--- config.mk ---
export PLATFORM = sky130hd
export DESIGN_NAME = sha256_message_digest_flat
export DESIGN_NICKNAME = d
export VERILOG_FILES = /design/src/sha256_pkg.sv /design/src/sha256_if.sv /design/src/sha256_front.sv /design/src/sha256_queue.sv /design/src/sha256_core.sv /design/src/sha256_message_digest.sv /design/src/flat_wrapper.sv
export SDC_FILE = /design/constraint.sdc
export NUM_CORES = 2
export LEC_CHECK = 0
export BUFFER_PORTS_ARGS = -buffer_cell sky130_fd_sc_hd__clkbuf_2
export CORE_MARGIN = 3
export CORE_UTILIZATION = 40
export CTS_BUF_LIST = sky130_fd_sc_hd__clkbuf_8
export DETAILED_ROUTE_END_ITERATION = 8
export PLACE_DENSITY = 0.66
export REMOVE_ABC_BUFFERS = 1
export SETUP_SLACK_MARGIN = 0.02
export SLEW_MARGIN = 0
export SYNTH_ARGS = -nofsm -noshare
export SYNTH_HDL_FRONTEND = slang
export SYNTH_SLANG_ARGS = --single-unit
--- constraint.sdc ---
create_clock -name clk -period 34.1 [get_ports clk]
set_input_delay 0 -clock clk [delete_from_list [all_inputs] [get_ports clk]]
set_output_delay 0 -clock clk [all_outputs]
set_load 0.02 [all_outputs]
--- src/sha256_pkg.sv ---
// sha256 package: command type, state encoding, constants and round functions
// no dependencies
package sha256_pkg;

  localparam int unsigned QueueDepth = 4;
  localparam int unsigned QueueAw    = $clog2(QueueDepth);

  typedef struct packed {
    logic       has_byte;
    logic       is_end;
    logic [7:0] data;
  } cmd_t;

  typedef enum logic [2:0] {
    ST_IDLE,
    ST_PAD,
    ST_ROUND,
    ST_ADD,
    ST_OUT
  } state_t;

  localparam logic [31:0] IV [8] = '{
    32'h6a09e667, 32'hbb67ae85, 32'h3c6ef372, 32'ha54ff53a,
    32'h510e527f, 32'h9b05688c, 32'h1f83d9ab, 32'h5be0cd19
  };

  localparam logic [7:0] PadByte  = 8'h80;
  localparam logic [5:0] LenStart = 6'd56;
  localparam logic [5:0] LastPos  = 6'd63;

  localparam logic [31:0] K [64] = '{
    32'h428a2f98, 32'h71374491, 32'hb5c0fbcf, 32'he9b5dba5,
    32'h3956c25b, 32'h59f111f1, 32'h923f82a4, 32'hab1c5ed5,
    32'hd807aa98, 32'h12835b01, 32'h243185be, 32'h550c7dc3,
    32'h72be5d74, 32'h80deb1fe, 32'h9bdc06a7, 32'hc19bf174,
    32'he49b69c1, 32'hefbe4786, 32'h0fc19dc6, 32'h240ca1cc,
    32'h2de92c6f, 32'h4a7484aa, 32'h5cb0a9dc, 32'h76f988da,
    32'h983e5152, 32'ha831c66d, 32'hb00327c8, 32'hbf597fc7,
    32'hc6e00bf3, 32'hd5a79147, 32'h06ca6351, 32'h14292967,
    32'h27b70a85, 32'h2e1b2138, 32'h4d2c6dfc, 32'h53380d13,
    32'h650a7354, 32'h766a0abb, 32'h81c2c92e, 32'h92722c85,
    32'ha2bfe8a1, 32'ha81a664b, 32'hc24b8b70, 32'hc76c51a3,
    32'hd192e819, 32'hd6990624, 32'hf40e3585, 32'h106aa070,
    32'h19a4c116, 32'h1e376c08, 32'h2748774c, 32'h34b0bcb5,
    32'h391c0cb3, 32'h4ed8aa4a, 32'h5b9cca4f, 32'h682e6ff3,
    32'h748f82ee, 32'h78a5636f, 32'h84c87814, 32'h8cc70208,
    32'h90befffa, 32'ha4506ceb, 32'hbef9a3f7, 32'hc67178f2
  };

  function automatic logic [31:0] rotr(input logic [31:0] x, input int unsigned n);
    rotr = (x >> n) | (x << (32 - n));
  endfunction

  function automatic logic [31:0] bsig0(input logic [31:0] x);
    bsig0 = rotr(x, 2) ^ rotr(x, 13) ^ rotr(x, 22);
  endfunction

  function automatic logic [31:0] bsig1(input logic [31:0] x);
    bsig1 = rotr(x, 6) ^ rotr(x, 11) ^ rotr(x, 25);
  endfunction

  function automatic logic [31:0] ssig0(input logic [31:0] x);
    ssig0 = rotr(x, 7) ^ rotr(x, 18) ^ (x >> 3);
  endfunction

  function automatic logic [31:0] ssig1(input logic [31:0] x);
    ssig1 = rotr(x, 17) ^ rotr(x, 19) ^ (x >> 10);
  endfunction

endpackage

--- src/sha256_if.sv ---
// channel interfaces for the message byte input and the digest word output
// no dependencies
interface sha256_msg_if;
  logic       valid;
  logic       ready;
  logic [7:0] message_byte;
  logic       byte_present;
  logic       message_end;

  modport source(output valid, message_byte, byte_present, message_end, input ready);
  modport sink(input valid, message_byte, byte_present, message_end, output ready);
endinterface

interface sha256_dig_if;
  logic        valid;
  logic        ready;
  logic [31:0] digest_word;
  logic [2:0]  word_index;
  logic        last_word;

  modport source(output valid, digest_word, word_index, last_word, input ready);
  modport sink(input valid, digest_word, word_index, last_word, output ready);
endinterface

--- src/sha256_front.sv ---
// input side: takes message items, drops idle items, pushes commands into the queue
// depends on sha256_pkg and sha256_msg_if
module sha256_front (
  sha256_msg_if.sink          msg,
  input  logic                full,
  output logic                push,
  output sha256_pkg::cmd_t    push_data
);

  assign msg.ready = !full;

  // an item with neither a byte nor an end marker carries no work
  assign push = msg.valid && !full && (msg.byte_present || msg.message_end);

  always_comb begin
    push_data.has_byte = msg.byte_present;
    push_data.is_end   = msg.message_end;
    push_data.data     = msg.message_byte;
  end

endmodule

--- src/sha256_queue.sv ---
// short command queue between the front and the hash core
// depends on sha256_pkg
module sha256_queue (
  input  logic             clk,
  input  logic             rst,
  input  logic             push,
  input  sha256_pkg::cmd_t push_data,
  output logic             full,
  input  logic             pop,
  output sha256_pkg::cmd_t pop_data,
  output logic             not_empty
);

  sha256_pkg::cmd_t mem [sha256_pkg::QueueDepth];
  logic [sha256_pkg::QueueAw-1:0] wr_ptr;
  logic [sha256_pkg::QueueAw-1:0] rd_ptr;
  logic [sha256_pkg::QueueAw:0]   count;
  logic do_push;
  logic do_pop;

  assign full      = (count == (sha256_pkg::QueueAw+1)'(sha256_pkg::QueueDepth));
  assign not_empty = (count != '0);
  assign do_push   = push && !full;
  assign do_pop    = pop && not_empty;
  assign pop_data  = mem[rd_ptr];

  always_ff @(posedge clk) begin
    if (do_push) begin
      mem[wr_ptr] <= push_data;
    end
  end

  always_ff @(posedge clk) begin
    if (rst) begin
      wr_ptr <= '0;
      rd_ptr <= '0;
      count  <= '0;
    end else begin
      if (do_push) begin
        wr_ptr <= wr_ptr + 1'b1;
      end
      if (do_pop) begin
        rd_ptr <= rd_ptr + 1'b1;
      end
      case ({do_push, do_pop})
        2'b10:   count <= count + 1'b1;
        2'b01:   count <= count - 1'b1;
        default: count <= count;
      endcase
    end
  end

endmodule

--- src/sha256_core.sv ---
// hash core: packs bytes, pads, runs one compression round per cycle, emits digest
// depends on sha256_pkg and sha256_dig_if
module sha256_core (
  input  logic             clk,
  input  logic             rst,
  input  logic             cmd_valid,
  input  sha256_pkg::cmd_t cmd,
  output logic             cmd_pop,
  sha256_dig_if.source     digest
);

  sha256_pkg::state_t state;
  sha256_pkg::state_t state_next;

  logic [511:0] blk;
  logic [5:0]   pos;
  logic [63:0]  len;
  logic [5:0]   rnd;
  logic [2:0]   ocnt;
  logic [31:0]  cv [8];
  logic [31:0]  v  [8];
  logic         padding;
  logic         did80;
  logic         extra;
  logic         done;

  logic [31:0] w_t;
  logic [31:0] w_new;
  logic [31:0] t1;
  logic [31:0] t2;
  logic [7:0]  pad_byte;
  logic        pad_extra_next;
  logic        pad_done_next;
  logic        blk_full;

  // window taps: word i of the 16-word schedule window
  assign w_t   = blk[511:480];
  assign w_new = sha256_pkg::ssig1(blk[63:32]) + blk[223:192]
               + sha256_pkg::ssig0(blk[479:448]) + blk[511:480];

  assign t1 = v[7] + sha256_pkg::bsig1(v[4]) + ((v[4] & v[5]) ^ (~v[4] & v[6]))
            + sha256_pkg::K[rnd] + w_t;
  assign t2 = sha256_pkg::bsig0(v[0]) + ((v[0] & v[1]) ^ (v[0] & v[2]) ^ (v[1] & v[2]));

  assign blk_full = (pos == sha256_pkg::LastPos);

  // padding byte: 0x80, zeros, then the big-endian bit length at the block tail
  always_comb begin
    pad_extra_next = extra;
    pad_done_next  = done;
    if (!did80) begin
      pad_byte       = sha256_pkg::PadByte;
      pad_extra_next = (pos >= sha256_pkg::LenStart) && !blk_full;
    end else if (extra) begin
      pad_byte = 8'h00;
      if (blk_full) begin
        pad_extra_next = 1'b0;
      end
    end else if (pos >= sha256_pkg::LenStart) begin
      pad_byte = len[{~pos[2:0], 3'b000} +: 8];
      if (blk_full) begin
        pad_done_next = 1'b1;
      end
    end else begin
      pad_byte = 8'h00;
    end
  end

  always_comb begin
    state_next = state;
    case (state)
      sha256_pkg::ST_IDLE: begin
        if (cmd_valid) begin
          if (cmd.has_byte && blk_full) begin
            state_next = sha256_pkg::ST_ROUND;
          end else if (cmd.is_end) begin
            state_next = sha256_pkg::ST_PAD;
          end
        end
      end
      sha256_pkg::ST_PAD: begin
        if (blk_full) begin
          state_next = sha256_pkg::ST_ROUND;
        end
      end
      sha256_pkg::ST_ROUND: begin
        if (rnd == 6'd63) begin
          state_next = sha256_pkg::ST_ADD;
        end
      end
      sha256_pkg::ST_ADD: begin
        if (done) begin
          state_next = sha256_pkg::ST_OUT;
        end else if (padding) begin
          state_next = sha256_pkg::ST_PAD;
        end else begin
          state_next = sha256_pkg::ST_IDLE;
        end
      end
      sha256_pkg::ST_OUT: begin
        if (digest.ready && ocnt == 3'd7) begin
          state_next = sha256_pkg::ST_IDLE;
        end
      end
      default: state_next = sha256_pkg::ST_IDLE;
    endcase
  end

  always_comb begin
    cmd_pop            = (state == sha256_pkg::ST_IDLE);
    digest.valid       = (state == sha256_pkg::ST_OUT);
    digest.digest_word = cv[ocnt];
    digest.word_index  = ocnt;
    digest.last_word   = (ocnt == 3'd7);
  end

  always_ff @(posedge clk) begin
    if (rst) begin
      state   <= sha256_pkg::ST_IDLE;
      pos     <= '0;
      len     <= '0;
      rnd     <= '0;
      ocnt    <= '0;
      padding <= 1'b0;
      did80   <= 1'b0;
      extra   <= 1'b0;
      done    <= 1'b0;
      cv      <= sha256_pkg::IV;
    end else begin
      state <= state_next;
      if (state_next == sha256_pkg::ST_ROUND && state != sha256_pkg::ST_ROUND) begin
        v   <= cv;
        rnd <= '0;
      end
      case (state)
        sha256_pkg::ST_IDLE: begin
          if (cmd_valid) begin
            if (cmd.has_byte) begin
              blk <= {blk[503:0], cmd.data};
              pos <= pos + 1'b1;
              len <= len + 64'd8;
            end
            if (cmd.is_end) begin
              padding <= 1'b1;
              did80   <= 1'b0;
              extra   <= 1'b0;
              done    <= 1'b0;
            end
          end
        end
        sha256_pkg::ST_PAD: begin
          blk   <= {blk[503:0], pad_byte};
          pos   <= pos + 1'b1;
          did80 <= 1'b1;
          extra <= pad_extra_next;
          done  <= pad_done_next;
        end
        sha256_pkg::ST_ROUND: begin
          blk  <= {blk[479:0], w_new};
          rnd  <= rnd + 1'b1;
          v[0] <= t1 + t2;
          v[1] <= v[0];
          v[2] <= v[1];
          v[3] <= v[2];
          v[4] <= v[3] + t1;
          v[5] <= v[4];
          v[6] <= v[5];
          v[7] <= v[6];
        end
        sha256_pkg::ST_ADD: begin
          for (int i = 0; i < 8; i++) begin
            cv[i] <= cv[i] + v[i];
          end
        end
        sha256_pkg::ST_OUT: begin
          if (digest.ready) begin
            ocnt <= ocnt + 1'b1;
            if (ocnt == 3'd7) begin
              cv      <= sha256_pkg::IV;
              len     <= '0;
              pos     <= '0;
              padding <= 1'b0;
              done    <= 1'b0;
            end
          end
        end
        default: ;
      endcase
    end
  end

endmodule

--- src/sha256_message_digest.sv ---
// SHA-256 digest of a byte stream: the msg channel takes one item per transfer
// (message_byte, byte_present, message_end); the digest channel gives eight
// transfers (digest_word, word_index, last_word), word 0 first, last_word on word 7.
// Items pass through a four-entry command queue, so msg stays ready while the
// core compresses a block or waits on a stalled digest receiver, until the
// queue is full. Idle items are taken and dropped.
// Bytes leave the queue only while the core is idle. Each full 64-byte block runs
// 64 rounds on one shared round unit, then one add into the chaining value.
// End of message: padding goes at one byte per cycle, up to 72 bytes over one
// or two blocks, each block compressed when full, then the eight digest words,
// one per cycle when the receiver is ready; a stalled receiver holds the current word.
// Reset clears the queue, the counters and the length, and loads the initial
// hash value; msg is ready in the first cycle after reset falls.
// depends on sha256_pkg, sha256_if, sha256_front, sha256_queue, sha256_core
module sha256_message_digest (
  input  logic         clk,
  input  logic         rst,
  sha256_msg_if.sink   msg,
  sha256_dig_if.source digest
);

  logic             push;
  logic             full;
  logic             pop;
  logic             not_empty;
  sha256_pkg::cmd_t push_data;
  sha256_pkg::cmd_t pop_data;

  sha256_front u_front (
    .msg       (msg),
    .full      (full),
    .push      (push),
    .push_data (push_data)
  );

  sha256_queue u_queue (
    .clk       (clk),
    .rst       (rst),
    .push      (push),
    .push_data (push_data),
    .full      (full),
    .pop       (pop),
    .pop_data  (pop_data),
    .not_empty (not_empty)
  );

  sha256_core u_core (
    .clk       (clk),
    .rst       (rst),
    .cmd_valid (not_empty),
    .cmd       (pop_data),
    .cmd_pop   (pop),
    .digest    (digest)
  );

endmodule

--- src/flat_wrapper.sv ---
// flat-port wrapper written by rule: the top's interface ports become plain ports
module sha256_message_digest_flat 
  (clk, rst, msg_valid, msg_message_byte, msg_byte_present, msg_message_end, msg_ready, digest_valid, digest_digest_word, digest_word_index, digest_last_word, digest_ready);
  sha256_msg_if msg_i ();
  sha256_dig_if digest_i ();
  input  logic clk;
  input  logic rst;
  input wire logic [$bits(msg_i.valid)-1:0] msg_valid;
  input wire logic [$bits(msg_i.message_byte)-1:0] msg_message_byte;
  input wire logic [$bits(msg_i.byte_present)-1:0] msg_byte_present;
  input wire logic [$bits(msg_i.message_end)-1:0] msg_message_end;
  output wire logic [$bits(msg_i.ready)-1:0] msg_ready;
  output wire logic [$bits(digest_i.valid)-1:0] digest_valid;
  output wire logic [$bits(digest_i.digest_word)-1:0] digest_digest_word;
  output wire logic [$bits(digest_i.word_index)-1:0] digest_word_index;
  output wire logic [$bits(digest_i.last_word)-1:0] digest_last_word;
  input wire logic [$bits(digest_i.ready)-1:0] digest_ready;
  assign msg_i.valid = msg_valid;
  assign msg_i.message_byte = msg_message_byte;
  assign msg_i.byte_present = msg_byte_present;
  assign msg_i.message_end = msg_message_end;
  assign msg_ready = msg_i.ready;
  assign digest_valid = digest_i.valid;
  assign digest_digest_word = digest_i.digest_word;
  assign digest_word_index = digest_i.word_index;
  assign digest_last_word = digest_i.last_word;
  assign digest_i.ready = digest_ready;
  sha256_message_digest u_core (.clk(clk), .rst(rst), .msg(msg_i), .digest(digest_i));
endmodule
[After elaboration in Yosys (flattened, before gate mapping)]
Memory sizes are Yosys's and may differ from the RTL's. A register that Yosys moved wholly into a read port is not among the register bits.
Index checks and enable logic that the tools add are counted.
Word-level totals
  bits in registers: 1117
  bits in writable memories: 40
  memory bits (read-only): 2048
  bits of input ports: 14
  output and inout bits: 38
  logic and storage cells: 201
  memories kept: 2
Memory list
  (no name shown): words 64, bits a word 32, rd ports 1, clocked after memory_dff 0, write ports 0, RTL line sha256_core.sv:42  | + sha256_pkg::K[rnd] + w_t;
  u_core.u_queue.mem: words 4, bits a word 10, rd ports 1, clocked after memory_dff 1, write ports 1, RTL line sha256_queue.sv:14  | sha256_pkg::cmd_t mem [sha256_pkg::QueueDepth];
Cells by class
  add/sub/neg operators: 26
  magnitude comparators: 3
  equality and inequality tests: 21
  shift-type cells: 1
  muxes and demuxes: 59
  bitwise logic cells: 31
  reduce and logical (&&, ||, !) cells: 29
Operators by type and width (count)
  $pmux W512 S3: 1
  $mux W256: 4
  $mux W512: 2
  $add A32 B32 Y32: 18
  $pmux W256 S2: 1
  $xor A32 B32 Y32: 9
  $mux W64: 4
  $and A32 B32 Y32: 5
  $mux W32: 4
  $pmux W64 S2: 1
  $bmux W32 S3: 1
  $add A64 B4 Y64 const B: 1
  $shiftx A64 B7 Y8: 1
  $mux W6: 6
  $not A32 Y32: 1
  $or A10 B32 Y32: 1
  $or A13 B32 Y32: 1
  $or A14 B32 Y32: 1
  $or A15 B32 Y32: 1
  $or A19 B32 Y32: 1
  $or A21 B32 Y32: 1
  $or A25 B32 Y32: 1
  $or A26 B32 Y32: 1
  $or A30 B32 Y32: 1
  43 further kinds: 102

[Longest topological paths before layout]
  word-level depth: 9
  mapped depth: 38
  mapped depth without buffers: 36

[By module]
Synthesis repeated with hierarchy kept, for this count alone.
Second synthesis, totals
  cell total of the unflattened synthesis: 8547
  area, all modules: 76623.5 sq um
Modules (own cells, without submodules)
  sha256_core: instances 1, cells each 8431, area an instance 74617.8 sq um, sequential area each 29848.6 sq um
  sha256_queue: instances 1, cells each 104, area an instance 1916.8 sq um, sequential area each 1381.3 sq um
  sha256_front: instances 1, cells each 12, area an instance 88.8 sq um, sequential area each 0.0 sq um

[Worst setup path before layout]
No wires, ideal clock.
  path type: reg-to-reg
  start: reg with a tool-made name
  end: reg u_core.u_core.blk[0], enable pin
  setup time: 1.558 ns
  data arrival time: 25.384 ns
  required time: 32.542 ns
  path slack: 7.158 ns
  cell stages (with the launch flop): 5
  path buffers: 1
  period minus slack after synthesis: 26.942 ns
  cell sequence: dfxtp_1 buf_6 mux4_2 nand2_1 a21oi_1
RTL lines
  end signal, assigned: RTL line sha256_core.sv:139  | blk <= {blk[503:0], cmd.data};
  end signal, assigned: RTL line sha256_core.sv:152  | blk <= {blk[503:0], pad_byte};
  end signal, assigned: RTL line sha256_core.sv:159  | blk <= {blk[479:0], w_new};
  end, declared: RTL line sha256_core.sv:15  | logic [511:0] blk;

[Worst setup path in the final report]
  start: reg u_core.u_core.rnd[1]
  end: reg u_core.u_core.v[255] (netlist name) (data pin)
On the way
  longest elaborated chain between the ends: 8
RTL lines
  start, declared: RTL line sha256_core.sv:18  | logic [5:0] rnd;
  start signal, assigned: RTL line sha256_core.sv:160  | rnd <= rnd + 1'b1;
  $not A6 Y7 (implied by the code): RTL line sha256_core.sv:42
  $mem_v2 Z64 W32
  $mux W32 (implied by the code) (2 in a row): RTL line sha256_core.sv:42
  $add A32 B32 Y32 (2 in a row): RTL line sha256_core.sv:42
  $add A32 B32 Y32: RTL line sha256_core.sv:161  | v[0] <= t1 + t2;
  $mux W256: RTL line sha256_core.sv:135  | case (state)
  end signal, assigned: RTL line sha256_core.sv:132  | v <= cv;
  end, declared: RTL line sha256_core.sv:21  | logic [31:0] v [8];
Every way passes these cells. The select of a mux whose other input is x is not followed.
A chain may end at the register's enable or synchronous reset.

==> metrics.md <==
| Metric | Value |
|---|---|
| Status | `completed` |
| Overall power | `6.78 mW` |
| CP startpoint kind | `flip-flop` |
| Post-route cell area | `between 0.08 and 0.09 mm^2` |
| Fmax | `roughly 0.10 GHz` |
| Final Hold Vio Count | `0` |
| Crit end category | `flip-flop` |
| Met2 Usage GRT | `0.409` |
| Min-delay src | `msg_valid` |
| Final count of pins violating max slew | `0` |
| Worst rel slew slack | `0.203` |
| Max VDD drop | `110 uV` |
| Maximum clock insertion buffer count | `3` |
| Grt total ovfl | `0` |
| Worst-margin pin slew | `about 1.2 ns` |
| Tmin final | `roughly 9.6 ns` |
| Vias in the first global route | `slightly above 60000` |
| Library cells used by synthesis | `89` |
| DR DRC count | `0` |
| Global Route Usage Sum | `0.251` |
| Post-DP Area | `about 0.079 mm^2` |
| # port buffers | `slightly above 50` |
| Synthesis-stage register bit count | `1156` |
| Pin count of the biggest net entering global routing | `between 200 and 250` |
| Final setup fails | `0` |
| Reg-to-Reg Start | `u_core.u_core.rnd[1]` |
| CTS tree | `yes` |
| CTS Buf Count | `roughly 200` |
| Fill cell count | `18300` |
| Initial core utilization | `0.403` |
| Setup ws final | `about 25 ns` |
| Chip Width | `between 400 and 500 um` |
| Syn Inst Count | `roughly 8500` |
| Met3 Use GR | `0.0430` |
| Max Clock Skew | `approximately 0.074 ns` |
| Placer Congestion | `between 0.9 and 1` |
| Leak | `about 34 nW` |
| Clock latency on the worst-skew pair | `between 0.9 and 1 ns` |
| Gates resized, CTS repair | `0` |
| Fin Hold WS | `0.152 ns` |
| Floorplan row count | `160` |
| Dpl hpwl | `roughly 180000 um` |
| H-tree levels | `4` |
| Worst EP required | `between 30 and 40 ns` |
| Dpl ws | `24.67 ns` |
| TritonCTS Sinks | `1156` |
| Critical path arrival | `between 10 and 15 ns` |
| ANT nets after route | `0` |
| Cell family with most CP delay | `compound AO/OA/AOI/OAI gates` |
| Die Y-Extent | `about 440 um` |
| Io pins | `52` |
| Most used DFF post-synth | `edfxtp_1` |
| Share of cells above drive strength 1 | `0.0720` |
| Syn-to-layout area delta | `8.71%` |
| Met1 Use GR | `0.321` |
| Post-synthesis sequential area ratio | `0.407` |
| Crit-path max cell delay | `0.75 ns` |
| CP Max Fanout | `16` |
| Total wire length | `253000 um` |
| Clock Root Buffer | `clkbuf_8` |
| Pwr per Cell Area | `a little over 80 mW/mm^2` |
| Vias per inst | `approximately 5.7` |
| Iter 0 DRT Violations | `around 6300` |
| Post-Syn Area per Cell | `8.98 um^2` |
| CP Class | `reg2reg` |
| Cell Area, Synth | `approximately 0.077 mm^2` |
| Worst path buffer plus inverter count | `4` |
| Post-synth EDFFs | `slightly above 800` |
| Fin Setup TNS | `0 ns` |
| DRT Pass-1 Iters | `7` |
| Die Area | `slightly below 0.2 mm^2` |
| FFs w/ async S/R, synth | `0` |
| Final period utilization | `0.281` |
| Max cap viols | `0` |
| Unrepaired setup endpoints after global routing | `false` |
| Synth top area share | `0.316` |
| Crit path top cell by count | `o21ai_0` |
| WL/cell | `approximately 23 um` |
| First-pass GRT wire length | `about 380000 um` |
| Core area | `~0.19 mm^2` |
| Number of synthesis warnings | `0` |
| Initial antenna violation count | `7` |
| CTS clk-pin slew, worst paths | `0.06 ns` |
| Via count of the routed design | `between 60000 and 70000` |
| Largest cells by area after synthesis | `edfxtp_1 32%, nand2_1 12%, dfxtp_1 9.1%, ha_1 6.6%, fa_1 5.2%` |
| NumNets Final | `9028` |
| GRT busiest layer | `met2` |
| CP max stage cell | `ha_1` |
| Hold crit path type | `in2reg` |
| Cell accounting for the most synthesized area | `edfxtp_1` |
| Crit path from | `u_core.u_core.rnd[1]` |
==> power breakdown <==
group	switching (mW)	leakage [nW]	internal (mW)
Combinational	2.13	21.3	1.37
Sequential	0.181	10.2	1.78
Clock	0.638	2.39	0.693
==> logic make-up (layout without fill, tap and decap cells) <==
logic type | Yosys count | after routing | synth area share
flip-flops | 1156 | 1156 | 0.407
AND/OR/NAND/NOR | 3504 | 3504 | 0.189
AO/OA/AOI/OAI | 1641 | 1641 | 0.133
buffers and inverters | 831 | 872 | 0.0408
other | 0 | 3 | 0
multiplexers | 187 | 187 | 0.0404
adder cells (fa/ha/maj) | 631 | 631 | 0.121
XOR/XNOR | 595 | 595 | 0.0679
==> placed cells by master, fill, tap and decap left out, drive strengths merged, types with 44 or more instances in the layout <==
cell | synthesis | final
nor2 | 465 | 465
xnor2 | 386 | 386
o22ai | 47 | 47
or3 | 60 | 60
a211oi | 62 | 62
dfxtp | 348 | 348
mux4 | 90 | 90
a31oi | 49 | 49
nor3 | 118 | 118
nand3 | 143 | 143
o21ai | 461 | 461
nand2 | 2422 | 2422
inv | 344 | 429
nand2b | 52 | 52
mux2 | 64 | 64
edfxtp | 808 | 808
fa | 198 | 198
clkinv | 3 | 60
o21bai | 45 | 45
o21a | 67 | 67
nor2b | 50 | 50
ha | 405 | 405
xor2 | 209 | 209
a21o | 177 | 177
buf | 45 | 77
clkbuf | 439 | 265
a21oi | 437 | 437
a22oi | 44 | 44
==> Yosys cell counts, drive strengths merged, types with 14 or more instances <==
cell type and instances:
inv 344, fa 198, o21bai 45, a22oi 44, nand4 32, mux4 90, o211ai 40, xor2 209
and3 41, clkbuf 439, o31ai 34, a31oi 49, a21oi 437, a2111oi 14, nand2b 52, edfxtp 808
buf 45, ha 405, nor3b 14, nor4 17, a21boi 19, or2 21, nor3 118, o311ai 19
nor2b 50, or3 60, dfxtp 348, nand3 143, mux2 64, xnor2 386, nand2 2422, o22ai 47
maj3 28, mux2i 33, and2 24, a21o 177, a211oi 62, o21a 67, nor2 465, o21ai 461
==> registers in the layout, summed over array words and instances (netlist names), named ones only <==
name / flops
u_core.u_queue.mem: 40
u_core.u_core.digest.word_index: 3
u_core.u_core.did80: 1
u_core.u_core.padding: 1
u_core.u_core.len: 61
u_core.u_core.state: 3
u_core.u_core.pos: 6
u_core.u_queue.wr_ptr: 2
u_core.u_core.cv: 256
u_core.u_core.v: 256
u_core.u_core.rnd: 6
u_core.u_queue.rd_ptr: 2
u_core.u_core.extra: 1
u_core.u_core.blk: 512
u_core.u_core.done: 1
u_core.u_queue.count: 3
==> final cells by class <==
class                           count  area (um^2)  share of cell area
Inverter                          347         1300              0.0156
Clock inverter                    159         1170              0.0140
Timing Repair Buffer              151         1130              0.0136
Antenna cell                        3         7.51           0.0000900
Sequential cell                  1156        31200               0.375
Tap cell                         2511         3140              0.0377
Clock buffer                      215         2960              0.0355
Multi-Input combinational cell   6558        42400               0.509
==> worst register-to-register path: cells and delay by family, from the launching register on <==
family	cells	cell delay, ns
xor+xnor	2	0.49
compound gates	17	3.57
fa+ha+maj	6	2.77
flops	1	0.31
simple gates	6	1.21
buf+inv	4	0.94
==> layer usage <==
layer  vias to the layer above  part of all wire
met1                     30800              0.41
met3                       599             0.072
met4                         2             0.054
li1                      29300                 -
met2                      2591              0.47
met5                         -          0.000051
==> final timing paths <==
path                                   end  depth (start not counted)  slack, ns
setup / recovery      u_core.u_core.v[255]                         35      24.51
hold reg to reg      u_core.u_core.padding                          2       0.47
hold / removal    u_core.u_queue.wr_ptr[1]                          6       0.15
setup reg to reg      u_core.u_core.v[255]                         35      24.51
==> stage by stage <==
step / cells / util
detailed placement: 10700 / 0.415
finish: 11100 / 0.438
CTS: 11100 / 0.438
global placement: 10700 / 0.415
global route: 11100 / 0.438
floorplan: 8061 / -
==> repair_timing <==
action	in CTS	in global routing
buffers inserted	0	0
hold buffers	24	0
endpoints found under the hold margin	143	0
No activity file was read; power rests on OpenSTA's default activity.
